File: src/rtl/gcd_pkg.sv
`default_nettype none

package gcd_pkg;

    localparam int CORDIC_STAGES_DEF = 24;
    localparam int CORDIC_W = 34;
    localparam int SQRT_STEPS = 32;

    localparam logic signed [23:0] LAT_LIMIT = 24'sd5898240;
    localparam logic signed [24:0] LON_LIMIT = 25'sd11796480;
    localparam logic signed [63:0] Q_ONE = 64'sd1073741824;
    localparam logic signed [63:0] Q_HALF_PI = 64'sd1686629713;
    localparam logic signed [63:0] Q_PI = 64'sd3373259426;
    localparam logic signed [CORDIC_W-1:0] GAIN_INV = 34'sd652032874;
    localparam logic signed [63:0] DEG_RAD_LO = 64'sd502557221;
    localparam logic [22:0] RADIUS_RESET = 23'd6371000;

    function automatic logic signed [CORDIC_W-1:0] step_angle(input int i);
        logic signed [CORDIC_W-1:0] ang;
        ang = '0;
        if (i < 10)
        begin
            unique case (i)
                0: ang = 34'sd843314857;
                1: ang = 34'sd497837829;
                2: ang = 34'sd263043837;
                3: ang = 34'sd133525159;
                4: ang = 34'sd67021687;
                5: ang = 34'sd33543516;
                6: ang = 34'sd16775851;
                7: ang = 34'sd8388437;
                8: ang = 34'sd4194283;
                default: ang = 34'sd2097149;
            endcase
        end
        else if (i <= 30)
        begin
            ang = 34'sd1 <<< (30 - i);
        end
        return ang;
    endfunction

    function automatic logic signed [63:0] round_shift(input logic signed [63:0] v,
                                                       input int s);
        logic [63:0] mag;
        mag = v[63] ? 64'(-v) : 64'(v);
        mag = (mag + (64'd1 << (s - 1))) >> s;
        return v[63] ? -$signed(mag) : $signed(mag);
    endfunction

    function automatic logic signed [63:0] angle_scale(input logic signed [25:0] d);
        logic signed [63:0] dx;
        dx = 64'(d);
        return (dx <<< 32) + dx * DEG_RAD_LO;
    endfunction

    function automatic logic signed [31:0] mul_q(input logic signed [31:0] a,
                                                 input logic signed [31:0] b);
        return 32'(round_shift(64'(a) * 64'(b), 30));
    endfunction

    function automatic logic signed [31:0] clamp_unit(input logic signed [63:0] v);
        logic signed [31:0] res;
        if (v < 0)
        begin
            res = '0;
        end
        else if (v > Q_ONE)
        begin
            res = 32'(Q_ONE);
        end
        else
        begin
            res = 32'(v);
        end
        return res;
    endfunction

endpackage

`default_nettype wire

File: src/rtl/gcd_isqrt.sv
`default_nettype none

module gcd_isqrt (
    input  wire logic        clk,
    input  wire logic        en,
    input  wire logic [63:0] n_in,
    output logic      [31:0] root
);

    localparam int STEPS = gcd_pkg::SQRT_STEPS;

    logic [63:0] n_reg [STEPS];
    logic [63:0] r_reg [STEPS];

    for (genvar k = 0; k < STEPS; k++)
    begin : g_step
        localparam logic [63:0] BIT = 64'd1 << (62 - 2 * k);
        logic [63:0] n_prev, r_prev, trial, n_next, r_next;

        if (k == 0)
        begin : g_first
            assign n_prev = n_in;
            assign r_prev = '0;
        end
        else
        begin : g_rest
            assign n_prev = n_reg[k-1];
            assign r_prev = r_reg[k-1];
        end

        assign trial = r_prev + BIT;

        always_comb
        begin
            if (n_prev >= trial)
            begin
                n_next = n_prev - trial;
                r_next = (r_prev >> 1) + BIT;
            end
            else
            begin
                n_next = n_prev;
                r_next = r_prev >> 1;
            end
        end

        always_ff @(posedge clk)
        begin
            if (en)
            begin
                n_reg[k] <= n_next;
                r_reg[k] <= r_next;
            end
        end
    end

    assign root = r_reg[STEPS-1][31:0];

endmodule

`default_nettype wire

File: config.mk
export PLATFORM = sky130hd
export DESIGN_NAME = gcd_isqrt
export DESIGN_NICKNAME = d
export VERILOG_FILES = /design/src/rtl/gcd_pkg.sv /design/src/rtl/gcd_isqrt.sv
export SDC_FILE = /design/constraint.sdc
export NUM_CORES = 2
export LEC_CHECK = 0
export BUFFER_PORTS_ARGS = -buffer_cell sky130_fd_sc_hd__buf_2
export CAP_MARGIN = 0
export CORE_MARGIN = 1
export CORE_UTILIZATION = 45
export DETAILED_ROUTE_END_ITERATION = 12
export PLACE_DENSITY_LB_ADDON = 0.2
export SYNTH_ARGS = -nofsm -noshare
export SYNTH_HDL_FRONTEND = slang
export SYNTH_SLANG_ARGS = --single-unit
export TNS_END_PERCENT = 20
File: constraint.sdc
create_clock -name clk -period 3.61 [get_ports clk]
set_input_delay 0.722 -clock clk [delete_from_list [all_inputs] [get_ports clk]]
set_output_delay 0.722 -clock clk [all_outputs]
set_load 0.005 [all_outputs]
After elaboration in Yosys (flattened, before gate mapping)
Memories as Yosys holds them, arrays and structs flattened.
Index checks and enable logic that the tools add are counted.

word-level totals
  register bits = 0
  RAM bits = 4,096
  input port bits = 66
  word-level logic and storage cells = 194
  memories kept = 2

operators by class
  $add $sub $neg = 94
  $lt $le $gt $ge = 32
  multiplexer cells = 66

memories
  name   depth  width  read ports  clocked after Yosys merged registers in  wr ports  line             text
  n_reg  32     64     31          0                                        32        gcd_isqrt.sv:12  logic [63:0] n_reg [STEPS];
  r_reg  32     64     32          0                                        32        gcd_isqrt.sv:13  logic [63:0] r_reg [STEPS];

operator list
  cell                                            number
  two-way mux 64 bit                              63
  >= comparator 64 bit                            31
  subtractor 64 bit                               31
  adder 63 x 1 -> 64 bit, second input constant   1
  adder 63 x 11 -> 64 bit, second input constant  1
  adder 63 x 13 -> 64 bit, second input constant  1
  adder 63 x 15 -> 64 bit, second input constant  1
  adder 63 x 17 -> 64 bit, second input constant  1
  adder 63 x 19 -> 64 bit, second input constant  1
  adder 63 x 21 -> 64 bit, second input constant  1
  adder 63 x 23 -> 64 bit, second input constant  1
  adder 63 x 25 -> 64 bit, second input constant  1
  adder 63 x 27 -> 64 bit, second input constant  1
  adder 63 x 29 -> 64 bit, second input constant  1
  adder 63 x 3 -> 64 bit, second input constant   1
  adder 63 x 31 -> 64 bit, second input constant  1
  adder 63 x 33 -> 64 bit, second input constant  1
  adder 63 x 35 -> 64 bit, second input constant  1
  adder 63 x 37 -> 64 bit, second input constant  1
  adder 63 x 39 -> 64 bit, second input constant  1
  adder 63 x 41 -> 64 bit, second input constant  1
  adder 63 x 43 -> 64 bit, second input constant  1
  adder 63 x 45 -> 64 bit, second input constant  1
  adder 63 x 47 -> 64 bit, second input constant  1
  other kinds (45)                                46

Longest topological paths before layout
An unclocked memory read counts as a cell.

  word-level depth = 4
  depth in mapped cells = 15

Least setup slack after synthesis
OpenSTA, ideal clock, no wires.

  kind = reg-to-reg
  start = memory n_reg[16][33] (netlist: n_reg[1][33])
  end = memory n_reg[17][37] (netlist: n_reg[1][101]), data pin
  setup time = 0.254 ns
  data arrival time = 3.303 ns
  data required time = 3.356 ns
  setup slack = 0.053 ns
  cell stages (with the launch flop) = 12
  buffers on the path = 2
  path through = edfxtp_1 ha_1 a21o_1 a2111oi_1 nor2_1 o41a_1 nor2_1 a21oi_1 or4_1 buf_2 buf_1 o21a_1

RTL lines
  element      line
  from (decl)  gcd_isqrt.sv:12

==> results_dict.tcl <==
set metrics [dict create \
    holdWs_ns 0.0924 \
    leakagePower_nw 53.8 \
    io_pins 98 \
    cts.sinks 2512 \
    required_ns 4.24 \
    min_period_over_period_pct 102 \
    ys_seq_area_share_pct 62.8 \
    finalSetupViolCount 16 \
    min-delay-path-class "in2reg" \
    cts_tree "built" \
    synth_top_area_share_pct 62.8 \
    ys_warn_count 0 \
    grt_overflow_total 0 \
    ys_ff_latch 2512 \
    grt_pass1_vias 77200 \
    ys.flop_type "edfxtp_1" \
    worstPathCellList "inv_2, ha_4, a21o_1, a2111oi_4, buf_4, nor2_4, o41a_1, buf_4, nor2_4, a21oi_2, or4_4, nand4b_1, buf_4, nor4_2, buf_4, xor2_1" \
    violations "design-rule violations, negative setup slack" \
    place_hpwl_mm 228 \
    place_area_mm2 0.130 \
    clock_skew_ns 0.0620 \
    postRouteWirelength_mm 303 \
    synth.top_cells.by_count "2,512 x edfxtp_1, 686 x inv_1, 670 x nor2_1, 634 x a21oi_1, 579 x nand2_1" \
    drt-initial-drc-count 6787 \
    rsz0062_at_grt "true" \
    gp_congestion 0.932 \
    cpMostUsedCell "buf_4" \
    endpoint_kind "flop" \
    drv_slew 0 \
    whs_path_depth 1 \
    syn_inst 9507 \
    area_growth_pct 17.4 \
    wl_per_cell_um 21.3 \
    synth_edf_count 2512 \
    antenna_found_initial 9 \
    worstSkewPairLatency_ns 0.89 \
    htreeDepth 5 \
    nNetsFinal 11100 \
    cp-start-kind "flop" \
    route.vias.total 79000 \
    grt_pass1_wl_mm 457 \
    fin_total_pwr_mw 87.7 \
    clk_pin_slew_ns 0.06 \
    yosys-top-cells-area "edfxtp_1 63%, ha_1 5.8%, xnor2_1 3.6%" \
    cp.arrival_ns 4.31 \
    max_clock_freq_ghz 0.271 \
    yosysUniqueCellTypes 97 \
    largest_register_ffs 1984 \
    route.detailed.drc 24 \
    synth_nets 10100 \
    floorplan.rows 189 \
    ys_async_sr_fraction_pct 0 \
    power_density_mw_per_mm2 622 \
    drtPass1Iterations 9 \
    die-area_mm2 0.269 \
    path_max_fanout 4 \
    ir_drop_uv 421 \
    cts_buffers 277 \
    yosys.area.top_type "edfxtp_1" \
    avgSynthCellArea_um2 12.6 \
    slowest_delay_ns 0.56 \
    synth.most_common_cell "edfxtp_1" \
    die-height_um 518 \
    hold_start "n_in[17]" \
    die_w_um 518 \
    critPathKind "reg2reg" \
    setup_slack_ns -0.0749 \
    tightestPinTransition_ns 1.11 \
    tns_ns -0.359 \
    hold_end "n_reg[0][17]" \
    port_buffers 97 \
    layout-drive-gt1-share_pct 14.5 \
    cap_violations 0 \
    ant_nets 0 \
    grt_max_degree 102 \
    viasPerCell 5.56 \
    reg2reg_setup_slack_ns -0.07 \
    cts-root-buf "clkbuf_16" \
    hold_viol 0 \
    grt_use_total_pct 21.9 \
    slowest_stage "or4_4" \
    core_area_mm2 0.265 \
    r2r_cells 16 \
    fin_area_mm2 0.141 \
    relSlewSlack_pct 25.3 \
    start_util_pct 45.3 \
    synth_area_mm2 0.120 \
    clockBufferDepth 4 \
    status "finished with violations" \
    r2r_end "n_reg[1][122]" \
    r2r_start "r_reg[1][33]" \
    period_minus_slack_ns 3.68 \
    final_core_util_pct 53.1 \
]
## per-stage QoR
step                      instances  worst slack, ns
final                         14200          -0.0749
after global routing          14200           -0.189
after CTS                     14200          -0.0509
after detailed placement      13600           -0.592
after global placement        13600           -0.523
after floorplan                9507           0.0529
## what timing repair did
item,CTS,global route
hold buffers,60,0
endpoints found under the hold margin,60,0
gates resized for setup,36,229
gates cloned,0,3
setup buffers,4,31
setup endpoints to repair,139,385
pin swaps,17,56
## routing by layer
| metal | up-vias | GRT usage, % | part of all wire [%] |
|---|---|---|---|
| met1 | 38900 | 30.0 | 44 |
| met5 | - | 0 | 0.0036 |
| met3 | 449 | 2.51 | 5.2 |
| met4 | 2 | 5.56 | 2.5 |
| met2 | 2112 | 36.9 | 48 |
| li1 | 37500 | - | - |
## cell usage in the layout, fill, tap and decap left out, types with 106 or more instances in the layout
cell,Yosys,layout
edfxtp_1,2512,2512
inv_1,686,683
nor2_1,670,655
buf_4,1,637
a21oi_1,634,616
nand2_1,579,575
ha_1,558,539
xnor2_1,488,483
xor2_1,398,397
o21ai_0,400,381
nor4_1,348,316
clkbuf_16,0,287
a21o_1,249,248
nor3_1,254,233
nand4_1,157,157
nand3_1,147,140
nand2b_1,108,106
## cell families after synthesis
logic type      share of synthesized area, %
simple gates                            11.9
flops                                   62.8
compound gates                          9.25
xor+xnor                                6.46
buf+inv                                 2.75
fa+ha+maj                               5.82
mux                                    0.934
## critical path, delay by kind of cell, from the launching register on
family / cells / cell delay (ns)
AOI/OAI and AO/OA: 4 / 1.03
and+or+nand+nor: 5 / 0.91
buffers and inverters: 5 / 0.76
DFF: 1 / 0.41
xor gates and xnor gates: 1 / 0.13
adders and majority gates: 1 / 0.21
## worst max-delay path by stage
| stage | startpoint | endpoint | slack, ns |
|---|---|---|---|
| floorplan | n_reg[1][33] | n_reg[1][101] | 0.05 |
| global placement | r_reg[1][802] | n_reg[1][886] | -0.52 |
| detailed placement | r_reg[1][802] | n_reg[1][886] | -0.59 |
| CTS | r_reg[1][650] | n_reg[1][757] | -0.05 |
| global route | r_reg[1][33] | n_reg[1][122] | -0.19 |
| finish | r_reg[1][33] | n_reg[1][122] | -0.07 |
## where the power goes
part | total, mW | switching, mW | leakage, nW | internal [mW]
registers | 40.1 | 3.04 | 24.2 | 37.1
logic | 20.3 | 11.3 | 25.4 | 8.96
clock network | 27.2 | 11.5 | 4.24 | 15.7
## final cells by class
type,instances,area (µm²)
fill,22000,124000
sequential,2512,75400
multi-input combinational,6120,42600
clock buffer,328,7290
timing repair buffer,859,7130
tap,3533,4420
inverter,689,2590
clock inverter,162,1430
antenna,3,7.51
Note: power is estimated with default switching activity, not from simulation.
