$ cat config.mk
export PLATFORM = sky130hd
export DESIGN_NAME = gcd_delay
export DESIGN_NICKNAME = d
export VERILOG_FILES = /design/src/rtl/gcd_delay.sv
export SDC_FILE = /design/constraint.sdc
export NUM_CORES = 1
export LEC_CHECK = 0
export ABC_AREA = 0
export BUFFER_PORTS_ARGS = -buffer_cell sky130_fd_sc_hd__buf_2
export CORE_ASPECT_RATIO = 0.7
export CORE_UTILIZATION = 45
export CTS_BUF_LIST = sky130_fd_sc_hd__clkbuf_16
export DETAILED_ROUTE_END_ITERATION = 10
export PLACE_DENSITY = 0.58
export REMOVE_ABC_BUFFERS = 1
export SYNTH_ARGS = -nofsm -noshare
export SYNTH_HDL_FRONTEND = slang
export SYNTH_SLANG_ARGS = --single-unit
$ cat constraint.sdc
create_clock -name clk -period 1.5 [get_ports clk]
set_input_delay 0.15 -clock clk [delete_from_list [all_inputs] [get_ports clk]]
set_output_delay 0.15 -clock clk [all_outputs]
set_load 0.02 [all_outputs]
$ cat src/rtl/gcd_delay.sv
`default_nettype none

module gcd_delay #(
    parameter int WIDTH = 2,
    parameter int DEPTH = 24
) (
    input  wire logic             clk,
    input  wire logic             rst_n,
    input  wire logic             en,
    input  wire logic [WIDTH-1:0] d,
    output logic      [WIDTH-1:0] q
);

    logic [WIDTH-1:0] pipe_reg [DEPTH];

    always_ff @(posedge clk or negedge rst_n)
    begin
        if (!rst_n)
        begin
            for (int i = 0; i < DEPTH; i++)
            begin
                pipe_reg[i] <= '0;
            end
        end
        else if (en)
        begin
            pipe_reg[0] <= d;
            for (int i = 1; i < DEPTH; i++)
            begin
                pipe_reg[i] <= pipe_reg[i-1];
            end
        end
    end

    assign q = pipe_reg[DEPTH-1];

endmodule

`default_nettype wire

# [Word-level counts from Yosys, hierarchy flattened]
# Cells that the tools add are included.
[totals] reg_bits=48 latchBits=0 ram_bits=0 rom_bits=0 input_bits=5 output_inout_bits=2 wordCells=24 memories=0
[classes] n_addsub=0 n_mul=0 n_div=0 order_cmp=0 eq_ne=0 n_shift=0 mux=0 n_bitwise=0 n_reduce_logical=0

# [Logic depth before layout (Yosys ltp)]
# Gate-level depths: netlist (run 1).
[logic_depth] ltp_word=0 depth_mapped=3 ltp_nobuf=1

# [Worst setup path after synthesis (run 1)]
# No wires, ideal clock.
[synth_timing] path_type="input to register" start="input port en" end="register pipe_reg[10] in the netlist's numbering" setup_time_ns=0.125 arrival_ns=0.728 required_ns=1.375 slack_ns=0.647 cell_stages=3 path_buffers=2 path_cell_list="buf_6 > buf_6 > mux2_4"
[synth_lines] element="start: declaration" line_no="9" text="input wire logic en,"
[synth_lines] element="end signal: indexed assignment" line_no="30" text="pipe_reg[i] <= pipe_reg[i-1];"
[synth_lines] element="end: declaration" line_no="14" text="logic [WIDTH-1:0] pipe_reg [DEPTH];"
# No word-level cell between the ends.

# [Worst setup path after layout (run 1)]
[layout_timing] start="register pipe_reg, in the netlist q[1]" end="output port q[1]"
[layout_lines] element="end: declaration" line_no="11" text="output logic [WIDTH-1:0] q"
# No word-level cell between the ends.

==> flow_metrics.tcl, run 1 <==
set metrics [dict create \
    grt_pass1_wl_um 4200 \
    hold_path_class "input port to register" \
    maxCapViolations 0 \
    drt_wl_total_um 2350 \
    cts.clk_slew.worst_paths_ns 0.06 \
    max_slew_margin_pct 67.8 \
    die_area_um2 4430 \
    syn_to_final_growth_pct 13.3 \
    r2r-start "pipe_reg[20]" \
    gr-usage-all-layers_pct 13.0 \
    cts_resized 0 \
    drcViolationCount 0 \
    leakagePower_nw 0.995 \
    crit_slowest_cell "dfrtp_1" \
    start_util_pct 47.5 \
    ant_nets 0 \
    gp_congestion 0.683 \
    io_pins 7 \
    layoutNonFillerInstCount 165 \
    p_per_area_nw_per_um2 1940 \
    multi_input_area_um2 616 \
    peakVddDrop_v 0.000831 \
    clk_latency_ns 0.28 \
    nets 117 \
    die_y_um 56.0 \
    cts_root_buf "clkbuf_16" \
    setup_violations 0 \
    hold_violations 0 \
    rr_endpoint "pipe_reg[20]" \
    rrSetupSlack_ns 0.72 \
    die_w_um 79.2 \
    worst_pin_slew_ns 0.483 \
    ys_warn_count 0 \
    grt_max_degree 49 \
    critical_path.top_delay_family "flip-flops" \
    syn_avg_cell_area_um2 18.2 \
    num_vias 800 \
    dr.pass1.iters 4 \
    cp.required_ns 1.35 \
    rsz0062_at_grt "false" \
    fmax_mhz 1030 \
    min_path_cells 2 \
    cp_data_arrival_time_ns 0.82 \
    place_hpwl_um 1440 \
    post_drt_wl_per_cell_um 14.2 \
    totalPowerFinal_mw 4.13 \
    whs_ns 0.0940 \
    grt_pass1_vias 852 \
    ys_seq_area_share_pct 64.0 \
    largest_reg_flops 46 \
    cts.path.max_buffers 2 \
    tritoncts "done" \
    place_area_um2 1950 \
    crit_chain "buf_2" \
    synthesis.area_um2 1880 \
    worst-path-stages 1 \
    slowest_delay_ns 0.38 \
    slew_violations 0 \
    endpoint "q[1]" \
    endpoint_kind "output port" \
    design_area_um2 2130 \
    cp-start-kind "register" \
    placed_cells 156 \
    timing.final.crit_period_ns 0.967 \
    finClkSkew_ns 0.00471 \
    status "complete, no violations" \
    fillers 322 \
    grt_overflow 0 \
    synth.distinct_cells 6 \
    cts_setup_buffers 0 \
    antenna_found_initial 0 \
    h-tree-depth 2 \
    cts_sinks 48 \
    path_buf_inv 1 \
    cts_buffers 5 \
    critPathKind "register to output port" \
    portBuffers 6 \
    synth_cells 103 \
    fin_crit_sh_pct 64.4 \
    drive_gt1_share_pct 55.8 \
    crit_path_start "q[1]" \
    n_antenna_cell 0 \
    regArea_um2 1200 \
    tns_ns 0 \
    vias_per_cell 4.85 \
    ys_seq_elements 48 \
    drtIter0Drc 42 \
    fp-row-count 19 \
    r2r_cells 1 \
    cp_max_fo 2 \
    core_area_um2 3950 \
]
## cells in the mapped netlist
cell,instances,area share (%)
dfrtp_1,48,64
mux2_2,28,17
buf_2,2,0.53
mux2_4,20,16
buf_6,3,1.8
buf_4,2,0.80
## what timing repair did
item / 4_1_cts / 5_1_grt
hold buffers: 1 / 0
setup endpoints to repair: 0 / 0
hold endpoints to repair: 19 / 0
## layout make-up
cell class / instances / share of cell area (%)
Timing Repair Buffer: 9 / 3.77
Clock inverter: 3 / 1.82
Clock buffer: 5 / 5.89
Sequential cell: 48 / 56.5
Multi-Input combinational cell: 48 / 29.0
Tap cell: 52 / 3.06
## placed cells by master (no fill, tap or decap), drive strengths merged
cell          n
mux2         48
bufinv        1
dfrtp        48
inv           1
clkbuf        5
buf           8
clkinv        1
dlygate4sd3   1
## through the flow
stage / util (%) / setup WS [ns]
floorplan: - / 0.674
global placement: 49.5 / 0.474
detailed placement: 49.5 / 0.439
CTS: 53.9 / 0.517
global route: 53.9 / 0.489
finish: 53.9 / 0.533
## how the worst min path moves through the flow
stage | end | from | slack [ns]
detailed placement | pipe_reg[47] | rst_n | 0.14
finish | pipe_reg[47] | d[1] | 0.09
floorplan | pipe_reg[10] | rst_n | -0.15
global placement | pipe_reg[47] | rst_n | 0.12
global route | pipe_reg[46] | d[0] | 0.08
CTS | pipe_reg[46] | d[0] | 0.08
## layer usage
layer	part of all wire, %	vias up	track usage (%)
met2	46	9	18.5
met1	50	407	17.0
li1	-	378	-
met4	2.0	0	8.57
met3	2.5	6	4.43
met5	0	-	0
## report_power, final
| group | leakage, nW | total, mW | internal (mW) | switching [mW] |
|---|---|---|---|---|
| clock | 0.0850 | 1.20 | 0.776 | 0.426 |
| sequential | 0.579 | 2.12 | 1.84 | 0.276 |
| combinational | 0.330 | 0.807 | 0.580 | 0.228 |
| total | 0.995 | 4.13 | 3.20 | 0.930 |
## cell families (layout without fill, tap and decap cells)
family	Yosys count	after routing	share of synthesized area [%]
mux	48	48	32.8
buf+inv	7	17	3.14
flops	48	48	64.0
No activity file was read; power rests on OpenSTA's default activity.
==> run 2, diff against run 1 <==
ABC_AREA = 1   (was 0)
clock period = 0.9 ns   (was 1.5 ns; I/O delays follow)
==> flow_metrics.tcl, run 2 <==
set metrics [dict create \
    status "complete, no violations" \
    synth_area_leaders "dfrtp_1 66%, nand2_1 30%, buf_4 2.1%" \
    maxCapViolations 0 \
    syn_to_final_growth_pct 14.0 \
    cp-start-kind "register" \
    clk_latency_ns 0.28 \
    fmax_mhz 1120 \
    die_w_um 78.0 \
    yosys.area.top_type "dfrtp_1" \
    slowest_delay_ns 0.39 \
    place_hpwl_um 1650 \
    drtIter0Drc 92 \
    mostFrequentLayoutCell "nand2_1" \
    die_y_um 55.2 \
    ys_seq_area_share_pct 66.1 \
    peakVddDrop_v 0.000983 \
    cp_max_fo 2 \
    synth_edf_count 0 \
    core_area_um2 3690 \
    die_area_um2 4300 \
    ys_seq_elements 48 \
    grt_max_degree 49 \
    synth.top_cell.area_share_pct 66.1 \
    setup_violations 0 \
    tritoncts "done" \
    num_vias 1212 \
    cts_buffers 5 \
    yosysMostFrequentCell "nand2_1" \
    totalPowerFinal_mw 4.87 \
    fillers 349 \
    n_antenna_cell 0 \
    crit_path_start "q[1]" \
    rsz0062_at_grt "true" \
    vias_per_cell 4.61 \
    syn_avg_cell_area_um2 8.87 \
    cp.required_ns 0.81 \
    synthesis.area_um2 1820 \
    max_slew_margin_pct 83.5 \
    p_per_area_nw_per_um2 2350 \
    largest_reg_flops 46 \
    endpoint_kind "output port" \
    post_drt_wl_per_cell_um 10.6 \
    portBuffers 6 \
    grt_overflow 0 \
    synth_cells 205 \
    cts.path.max_buffers 2 \
    critical_path.top_delay_family "flip-flops" \
    drive_gt1_share_pct 7.98 \
    dr.pass1.iters 4 \
    gp_congestion 0.698 \
    hp-start "d[0]" \
    hold_violations 0 \
    cts_root_buf "clkbuf_16" \
    crit_chain "buf_6" \
    gr-usage-all-layers_pct 15.1 \
    rrSetupSlack_ns 0.16 \
    finClkSkew_ns 0.00494 \
    drt_wl_total_um 2800 \
    slew_violations 0 \
    drcViolationCount 0 \
    timing.final.crit_period_ns 0.894 \
    cts.clk_slew.worst_paths_ns 0.06 \
    nets 217 \
    netlist_top_cells_count "144 x nand2_1, 48 x dfrtp_1, 7 x buf_2" \
    io_pins 7 \
    worst-path-stages 1 \
    crit_slowest_cell "dfrtp_1" \
    cts_sinks 48 \
    h-tree-depth 2 \
    worst_pin_slew_ns 0.247 \
    fp-row-count 18 \
    cp_data_arrival_time_ns 0.80 \
    ys_warn_count 0 \
    whs_ns 0.0194 \
    endpoint "q[1]" \
    tns_ns 0 \
    path_buf_inv 1 \
    leakagePower_nw 1.19 \
    start_util_pct 49.2 \
    synth.distinct_cells 5 \
    fin_crit_sh_pct 99.3 \
    antenna_found_initial 0 \
    rr_endpoint "q[0]" \
    critPathKind "register to output port" \
    grt_pass1_vias 1138 \
    ant_nets 0 \
    r2r_cells 3 \
    r2r-start "q[0]" \
    most-common-layout-cells "144 x nand2_1, 48 x dfrtp_1, 5 x clkbuf_16" \
    grt_pass1_wl_um 4870 \
    ys.flop_type "dfrtp_1" \
    hold_path_class "input port to register" \
    async_reset_ff_share_pct 100 \
]
run 2: worst min path at each step:
stage                        end  slack [ns]  depth (start not counted)
finish              pipe_reg[46]        0.02                          3
global route        pipe_reg[47]        0.03                          3
CTS                 pipe_reg[46]        0.02                          3
detailed placement  pipe_reg[47]        0.09                          2
global placement    pipe_reg[45]        0.09                          2
floorplan           pipe_reg[10]       -0.21                          0
run 2: cell families after synthesis:
kind of cell | count (synthesis) | synth area share (%)
buffers and inverters | 13 | 4.20
AND/OR/NAND/NOR | 144 | 29.7
flip-flops | 48 | 66.1
run 2: area by class of cell:
class,instances,area (µm²),share of cell area (%)
clock buffer,5,125,6.04
clock inverter,3,11.3,0.543
inverter,1,3.75,0.181
multi-input combinational,144,541,26.1
sequential,48,1200,58.0
tap,50,62.6,3.02
timing repair buffer,12,128,6.16
run 2: repair_timing:
item,4_1_cts,5_1_grt
setup endpoints to repair,2,2
pin swaps,0,0
gates resized for setup,3,1
hold buffers,1,0
buffers inserted,1,0
hold endpoints to repair,48,0
run 2: power breakdown:
part	switching, mW	total (mW)	internal, mW
logic	0.297	0.516	0.218
registers	0.178	2.67	2.49
clock network	0.688	1.69	0.998
total	1.16	4.87	3.71
run 2: metal layers:
| metal | GRT usage, % | wire length (µm) |
|---|---|---|
| met1 | 18.1 | 1410 |
| met3 | 4.43 | 86 |
| met4 | 5.56 | 24 |
| met2 | 26.8 | 1280 |
| met5 | 0 | 0 |
run 2: worst min-delay path: stages:
cell	delay (ns)
buf_2	0.08
nand2_1	0.04
nand2_1	0.06
run 2: per-stage QoR:
stage	instances	area, µm²	util, %	setup WS, ns
2_1_floorplan	193	1750	-	0.218
3_3_place_gp	253	1910	51.6	0.226
3_5_place_dp	253	1910	51.6	0.206
4_1_cts	263	2070	56.0	-0.00366
5_1_grt	263	2070	56.1	-0.0211
6_report	263	2070	56.1	0.00599
